`src/hw/rtl/c3br_pkg.sv`:
```
package c3br_pkg;

	// store sizes
	localparam int unsigned MAX_CHANNELS = 32;
	localparam int unsigned MAX_HEIGHT = 64;
	localparam int unsigned MAX_WIDTH = 64;
	localparam int unsigned KSIZE = 3;

	localparam int unsigned SRC_DEPTH = MAX_CHANNELS * MAX_HEIGHT * MAX_WIDTH;
	localparam int unsigned WGT_DEPTH = MAX_CHANNELS * MAX_CHANNELS * KSIZE * KSIZE;
	localparam int unsigned SRC_AW = $clog2(SRC_DEPTH);
	localparam int unsigned WGT_AW = $clog2(WGT_DEPTH);
	localparam int unsigned CH_W = (MAX_CHANNELS > 1) ? $clog2(MAX_CHANNELS) : 1;

	// clamped size widths
	localparam int unsigned CHC_W = $clog2(MAX_CHANNELS + 1);
	localparam int unsigned HC_W = $clog2(MAX_HEIGHT + 1);
	localparam int unsigned WC_W = $clog2(MAX_WIDTH + 1);

	// request field widths
	localparam int unsigned MODE_W = 2;
	localparam int unsigned CH_FW = 5;
	localparam int unsigned ROW_FW = 6;
	localparam int unsigned COL_FW = 6;
	localparam int unsigned K_FW = 2;
	localparam int unsigned VAL_W = 16;
	localparam int unsigned OUT_W = 15;

	// register file
	localparam int unsigned CFG_IDX_W = 2;
	localparam int unsigned CFG_DW = 7;
	localparam int unsigned IN_CH_RW = 6;
	localparam int unsigned OUT_CH_RW = 6;
	localparam int unsigned HEIGHT_RW = 7;
	localparam int unsigned WIDTH_RW = 7;
	localparam logic [CFG_IDX_W-1:0] REG_IN_CHANNELS = 2'd0;
	localparam logic [CFG_IDX_W-1:0] REG_OUT_CHANNELS = 2'd1;
	localparam logic [CFG_IDX_W-1:0] REG_HEIGHT = 2'd2;
	localparam logic [CFG_IDX_W-1:0] REG_WIDTH = 2'd3;

	// request modes
	localparam logic [MODE_W-1:0] MODE_SRC = 2'd0;
	localparam logic [MODE_W-1:0] MODE_WGT = 2'd1;
	localparam logic [MODE_W-1:0] MODE_BIAS = 2'd2;
	localparam logic [MODE_W-1:0] MODE_COMPUTE = 2'd3;

	// arithmetic
	localparam int unsigned FRAC_BITS = 12;
	localparam int unsigned PROD_W = 2 * VAL_W;
	localparam int unsigned ACC_W = PROD_W - 1 + $clog2(MAX_CHANNELS * KSIZE * KSIZE + 1);

	typedef enum logic [1:0] {
		ST_IDLE,
		ST_RUN,
		ST_DRAIN
	} c3br_state_t;

	typedef struct packed {
		logic load_bias;
		logic prod_v;
	} c3br_mac_ctl_t;

endpackage

```
`src/hw/rtl/c3br_mac.sv`:
```
module c3br_mac (
	input  logic                                       clk,
	input  logic                                       arst_n,
	input  c3br_pkg::c3br_mac_ctl_t                    ctl,
	input  logic signed [c3br_pkg::VAL_W-1:0]          bias,
	input  logic signed [c3br_pkg::VAL_W-1:0]          src_s1,
	input  logic signed [c3br_pkg::VAL_W-1:0]          wgt_s1,
	output logic                                       busy,
	output logic [c3br_pkg::OUT_W-1:0]                 result
);
	import c3br_pkg::*;

	logic                      v_s2;
	logic signed [PROD_W-1:0]  prod_s2;
	logic signed [ACC_W-1:0]   acc_q;
	logic signed [ACC_W:0]     rnd;

	// product valid flag
	always_ff @(posedge clk or negedge arst_n) begin
		if (!arst_n) begin
			v_s2 <= 1'b0;
		end else begin
			v_s2 <= ctl.prod_v;
		end
	end

	// multiply, then accumulate
	always_ff @(posedge clk) begin
		prod_s2 <= src_s1 * wgt_s1;
		if (ctl.load_bias) begin
			acc_q <= ACC_W'(bias) <<< FRAC_BITS;
		end else if (v_s2) begin
			acc_q <= acc_q + ACC_W'(prod_s2);
		end
	end

	assign busy = v_s2;

	// round half up, clamp at zero, saturate
	always_comb begin
		rnd = (ACC_W + 1)'(acc_q) + (ACC_W + 1)'(1 << (FRAC_BITS - 1));
		if (rnd[ACC_W]) begin
			result = '0;
		end else if (rnd[ACC_W-1:FRAC_BITS+OUT_W] != '0) begin
			result = '1;
		end else begin
			result = rnd[FRAC_BITS+OUT_W-1:FRAC_BITS];
		end
	end

endmodule

```
`config.mk`:
```
export PLATFORM = sky130hd
export DESIGN_NAME = c3br_mac
export DESIGN_NICKNAME = d
export VERILOG_FILES = /design/src/hw/rtl/c3br_pkg.sv /design/src/hw/rtl/c3br_mac.sv
export SDC_FILE = /design/constraint.sdc
export NUM_CORES = 1
export LEC_CHECK = 0
export ABC_AREA = 1
export BUFFER_PORTS_ARGS = -buffer_cell sky130_fd_sc_hd__buf_2
export CAP_MARGIN = 20
export CORE_MARGIN = 2
export CORE_UTILIZATION = 55
export CTS_CLUSTER_SIZE = 30
export DETAILED_ROUTE_END_ITERATION = 8
export PLACE_DENSITY = 0.83
export SLEW_MARGIN = 25
export SYNTH_ARGS = -nofsm -noshare
export SYNTH_HDL_FRONTEND = slang
export SYNTH_SLANG_ARGS = --single-unit
```
`constraint.sdc`:
```
create_clock -name clk -period 3.25 [get_ports clk]
set_input_delay 0.325 -clock clk [delete_from_list [all_inputs] [get_ports clk]]
set_output_delay 0.325 -clock clk [all_outputs]
set_load 0.03 [all_outputs]
```
; ---- Word-level counts from Yosys, hierarchy flattened
; Index checks and enable logic that the tools add are counted.
[op_classes]
n_addsub = 2
mul = 1
muxes = 4
n_reduce_logical = 2
[op_table]
columns = cell, n
row1 = 40-bit 2-to-1 mux, 2
row2 = 40-bit by 13-bit adder with 41-bit output (second input constant), 1
row3 = 40-bit by 32-bit adder with 40-bit output, 1
row4 = 16-bit by 16-bit multiplier with 32-bit output, 1
row5 = 15-bit 2-to-1 mux, 2
row6 = 13-bit nonzero test, 1
row7 = 2-bit nonzero test, 1
[word_totals]
ff_bits = 73
output_inout_bits = 16

; ---- Logic depth before layout (Yosys ltp)
[logic_depth]
ltp_word = 4
depth_mapped = 26

; ---- Worst setup path after synthesis
; Ideal clock, no wire load.
[synth_path]
kind = input -> register
start = in wgt_s1[6] in the netlist's numbering
end = reg prod_s2[31]
setup_time_ns = 0.112
arrival_ns = 5.602
required_ns = 3.138
setup_slack_ns = -2.464
cell_stages = 23
n_path_buf = 2
cell_sequence = clkbuf_1 -> clkbuf_1 -> nand2_1 -> fa_1 -> inv_1 -> fa_1 -> inv_1 -> fa_1 -> fa_1 -> inv_1 -> fa_1 -> inv_1 -> fa_1 -> inv_1 -> ha_1 -> a21oi_1 -> o21ai_0 -> a21oi_1 -> nand2_1 -> a21oi_1 -> inv_1 -> nand2_1 -> nand2_1
[synth_between]
elab_chain_cells = 1
[synth_lines]
columns = element, line
row1 = "start, declared", c3br_mac.sv:7  ; input logic signed [c3br_pkg::VAL_W-1:0] wgt_s1,
row2 = 16-bit by 16-bit multiplier with 32-bit output, c3br_mac.sv:29  ; prod_s2 <= src_s1 * wgt_s1;
row3 = "end signal, assigned", c3br_mac.sv:29
row4 = "end, declared", c3br_mac.sv:14  ; logic signed [PROD_W-1:0] prod_s2;
; No other way between the ends.
; A chain may end at the register's enable or synchronous reset.

; ---- Final worst setup path
[layout_path]
start = in src_s1[6] in the netlist's numbering
end = reg prod_s2[31]
[layout_between]
elab_chain_cells = 1
[layout_lines]
columns = element, line
row1 = "start, declared", c3br_mac.sv:6  ; input logic signed [c3br_pkg::VAL_W-1:0] src_s1,
row2 = 16-bit by 16-bit multiplier with 32-bit output, c3br_mac.sv:29
; No other way between the ends.

==> key figures <==
Outcome
  – Status: complete, but fails checks
  – Violated checks: negative setup slack

Yosys
  – Post-synth EDFFs: 28
  – Post-synthesis register bit count: 73
  – Syn Std Cell Area: 16370 sq um
  – YS warnings: 0
  – Synth area leader: fa_1
  – Most common flop cell mapped by yosys: dfxtp_1
  – Synth top area share: 0.3216
  – Ys async rst share: 0.01370
  – Post-synthesis cell count: 2311
  – Synth area leaders: fa_1 32%, nand2_1 15%, inv_1 13%, ha_1 9.3%, dfxtp_1 5.4%
  – Avg Synthesized Cell Area: 7.083 sq um
  – Post-Syn Nets: 2748
  – Synth cell types: 36
  – Sequential-to-total area share from yosys stat: 0.1067

STA
  – Relative slew slack: 0.4868
  – Clock skew: 0.008842 ns
  – Post-route worst setup slack: -1.880 ns
  – Max Transition Viols Final: 0
  – Fmax: 0.1949 GHz
  – Final Cycle Share: 1.578
  – Post-route minimum period: 5.130 ns
  – Worst slew pin tran: 0.7670 ns
  – Setup-failing EPs final: 26
  – Hold Vio Cnt, Final: 0
  – RSZ-0062 raised after global routing: yes

Floorplan
  – Row count: 63
  – Core Area: 29480 sq um
  – Die X: 176.5 um
  – Die height: 176.5 um
  – IO Pins: 68
  – Starting Density: 0.5553
  – Die ar.: 31160 sq um

Critical path
  – Startpoint types: input port
  – Slowest CP cell: fa_1
  – Req. time, crit path: 3.50 ns
  – Worst path arrival time: 5.38 ns
  – R2R Setup Slk: 0.25 ns
  – Crit path top cell by count: nand2_1
  – Max FO, Critical Path: 10
  – Worst setup EP type: flop
  – CP peak stage delay: 0.67 ns
  – Critical path class: input port to flop

Routing
  – Drt wl/cell: 18.17 um
  – Final ANT Viol Nets: 0
  – DR iter-0 viols: 1303
  – Routed wire length: 53.00 mm
  – # DRC: 0
  – Pre-antenna DRT Iters: 5
  – Vias per inst: 5.464
  – Vias: 15930

Clocking
  – Clock buffer depth: 2
  – TritonCTS clock tree: built
  – Cts bufs inserted: 9
  – CTS root buf: clkbuf_16
  – CTS sink count: 73
  – H-tree depth: 3
  – Clk slew on worst S/H paths: 0.06 ns
  – Latest clock arrival within the worst-skew pair: 0.36 ns

Layout
  – # fillers: 2162
  – Final Non-Filler Cells: 2916
  – Area growth syn-to-layout: 25.12%
  – Layout net count: 2958
  – Area of the multi-input gates: 13370 sq um
  – Diodes inserted: 0
  – Share of post-route cells with drive strength above 1: 0.2169
  – Register area: 1747 sq um

GRT
  – Vias in the first global route: 16300
  – First-pass GRT wire length: 80.88 mm
  – GRT Overall Usage: 0.3305
  – Largest net degree at the start of global routing: 31
  – Initial antenna violation count: 0
  – Global-route congestion overflow total: 0

Place
  – Hpwl dp: 39.46 mm
  – PortBufs: 67
  – Placed cells: 2863
  – Routability congestion estimate: 0.9676

Run
  – Max-cap viol count: 0

Hold path
  – Hold/Removal Path Class: input port to flop
[metal layers]
metal  vias up  share of wire  track usage
met1      7596           0.39       0.4286
met5         -              0            0
met3       253          0.079      0.04220
met4         0          0.056       0.1229
met2       843           0.48       0.5667
li1       7240              -            -
[area by class of cell]
class / count / area share
clock buffer: 10 / 0.01222
timing repair buffer: 265 / 0.1163
tap: 390 / 0.02383
multi-input combinational: 1592 / 0.6529
sequential: 73 / 0.08528
inverter: 580 / 0.1069
clock inverter: 6 / 0.002627
[flip-flops by register name, summed over array words and instances, names as in the netlist]
signal and flops:
acc_q 40, prod_s2 32, busy 1
[Yosys cell counts (13+ instances only)]
cell / n
edfxtp_1: 28
nand4_1: 15
nor2_1: 168
dfxtp_1: 44
nand2_1: 664
inv_1: 579
fa_1: 263
a21oi_1: 87
o21ai_0: 73
ha_1: 122
clkbuf_1: 62
xnor2_1: 29
nand3b_1: 13
xor2_1: 34
nand3_1: 76
[worst paths after layout]
kind	startpoint	endpoint	cells after the start
min reg2reg	acc_q[10]	acc_q[10]	2
max in group asynchronous	arst_n	busy	2
min in group asynchronous	arst_n	busy	2
max	src_s1[6]	prod_s2[31]	26
min	ctl[0]	busy	1
max reg2reg	acc_q[0]	acc_q[24]	17
[worst max-delay path, delay by kind of cell]
kind	cells	cell delay, ns
buffers and inverters	10	0.87
AND/OR/NAND/NOR	7	0.62
adder cells (fa/ha/maj)	7	3.22
AO/OA/AOI/OAI	2	0.33
[layout by cell type (no fill, tap or decap), types with 31 or more instances in the layout]
cell,Yosys,final
buf_2,1,38
buf_4,1,153
a21oi_1,87,61
ha_1,122,88
o21ai_0,73,63
inv_2,1,62
dfxtp_1,44,44
ha_4,0,31
nor2_1,168,148
xor2_1,34,33
nand2_2,2,34
nand2_1,664,610
buf_6,1,45
fa_1,263,238
nand3_1,76,66
inv_1,579,513
[kinds of logic (layout without fill, tap and decap cells)]
kind of cell	after synthesis	after routing	share of synthesized area
AND/OR/NAND/NOR	961	961	0.2361
buffers and inverters	646	861	0.1489
adder cells (fa/ha/maj)	385	385	0.4149
AO/OA/AOI/OAI	183	183	0.05970
flip-flops	73	73	0.1067
XOR/XNOR	63	63	0.03371
[through the flow]
step | area (sq um) | TNS, ns | hold slack (ns) | setup WS (ns) | util
5_1_grt | 20480 | -41.25 | 0.07186 | -1.998 | 0.6947
2_1_floorplan | 17310 | -35.90 | 0.02941 | -1.792 | -
6_report | 20480 | -39.08 | 0.07850 | -1.880 | 0.6947
3_3_place_gp | 18690 | -46.95 | 0.09892 | -2.262 | 0.6339
3_5_place_dp | 18690 | -49.32 | 0.1020 | -2.299 | 0.6339
4_1_cts | 19710 | -35.12 | 0.07713 | -1.725 | 0.6687
[what timing repair did]
action / in CTS / in global routing
cloned: 1 / 3
gates resized for setup: 165 / 157
hold endpoints to repair: 1 / 0
pin swaps: 86 / 108
endpoints found under the setup margin: 26 / 41
hold buffers: 1 / 0
setup buffers: 17 / 18
Power is not shown: default switching activity piles up to over one toggle a cycle in this logic, so the estimate is an artifact.
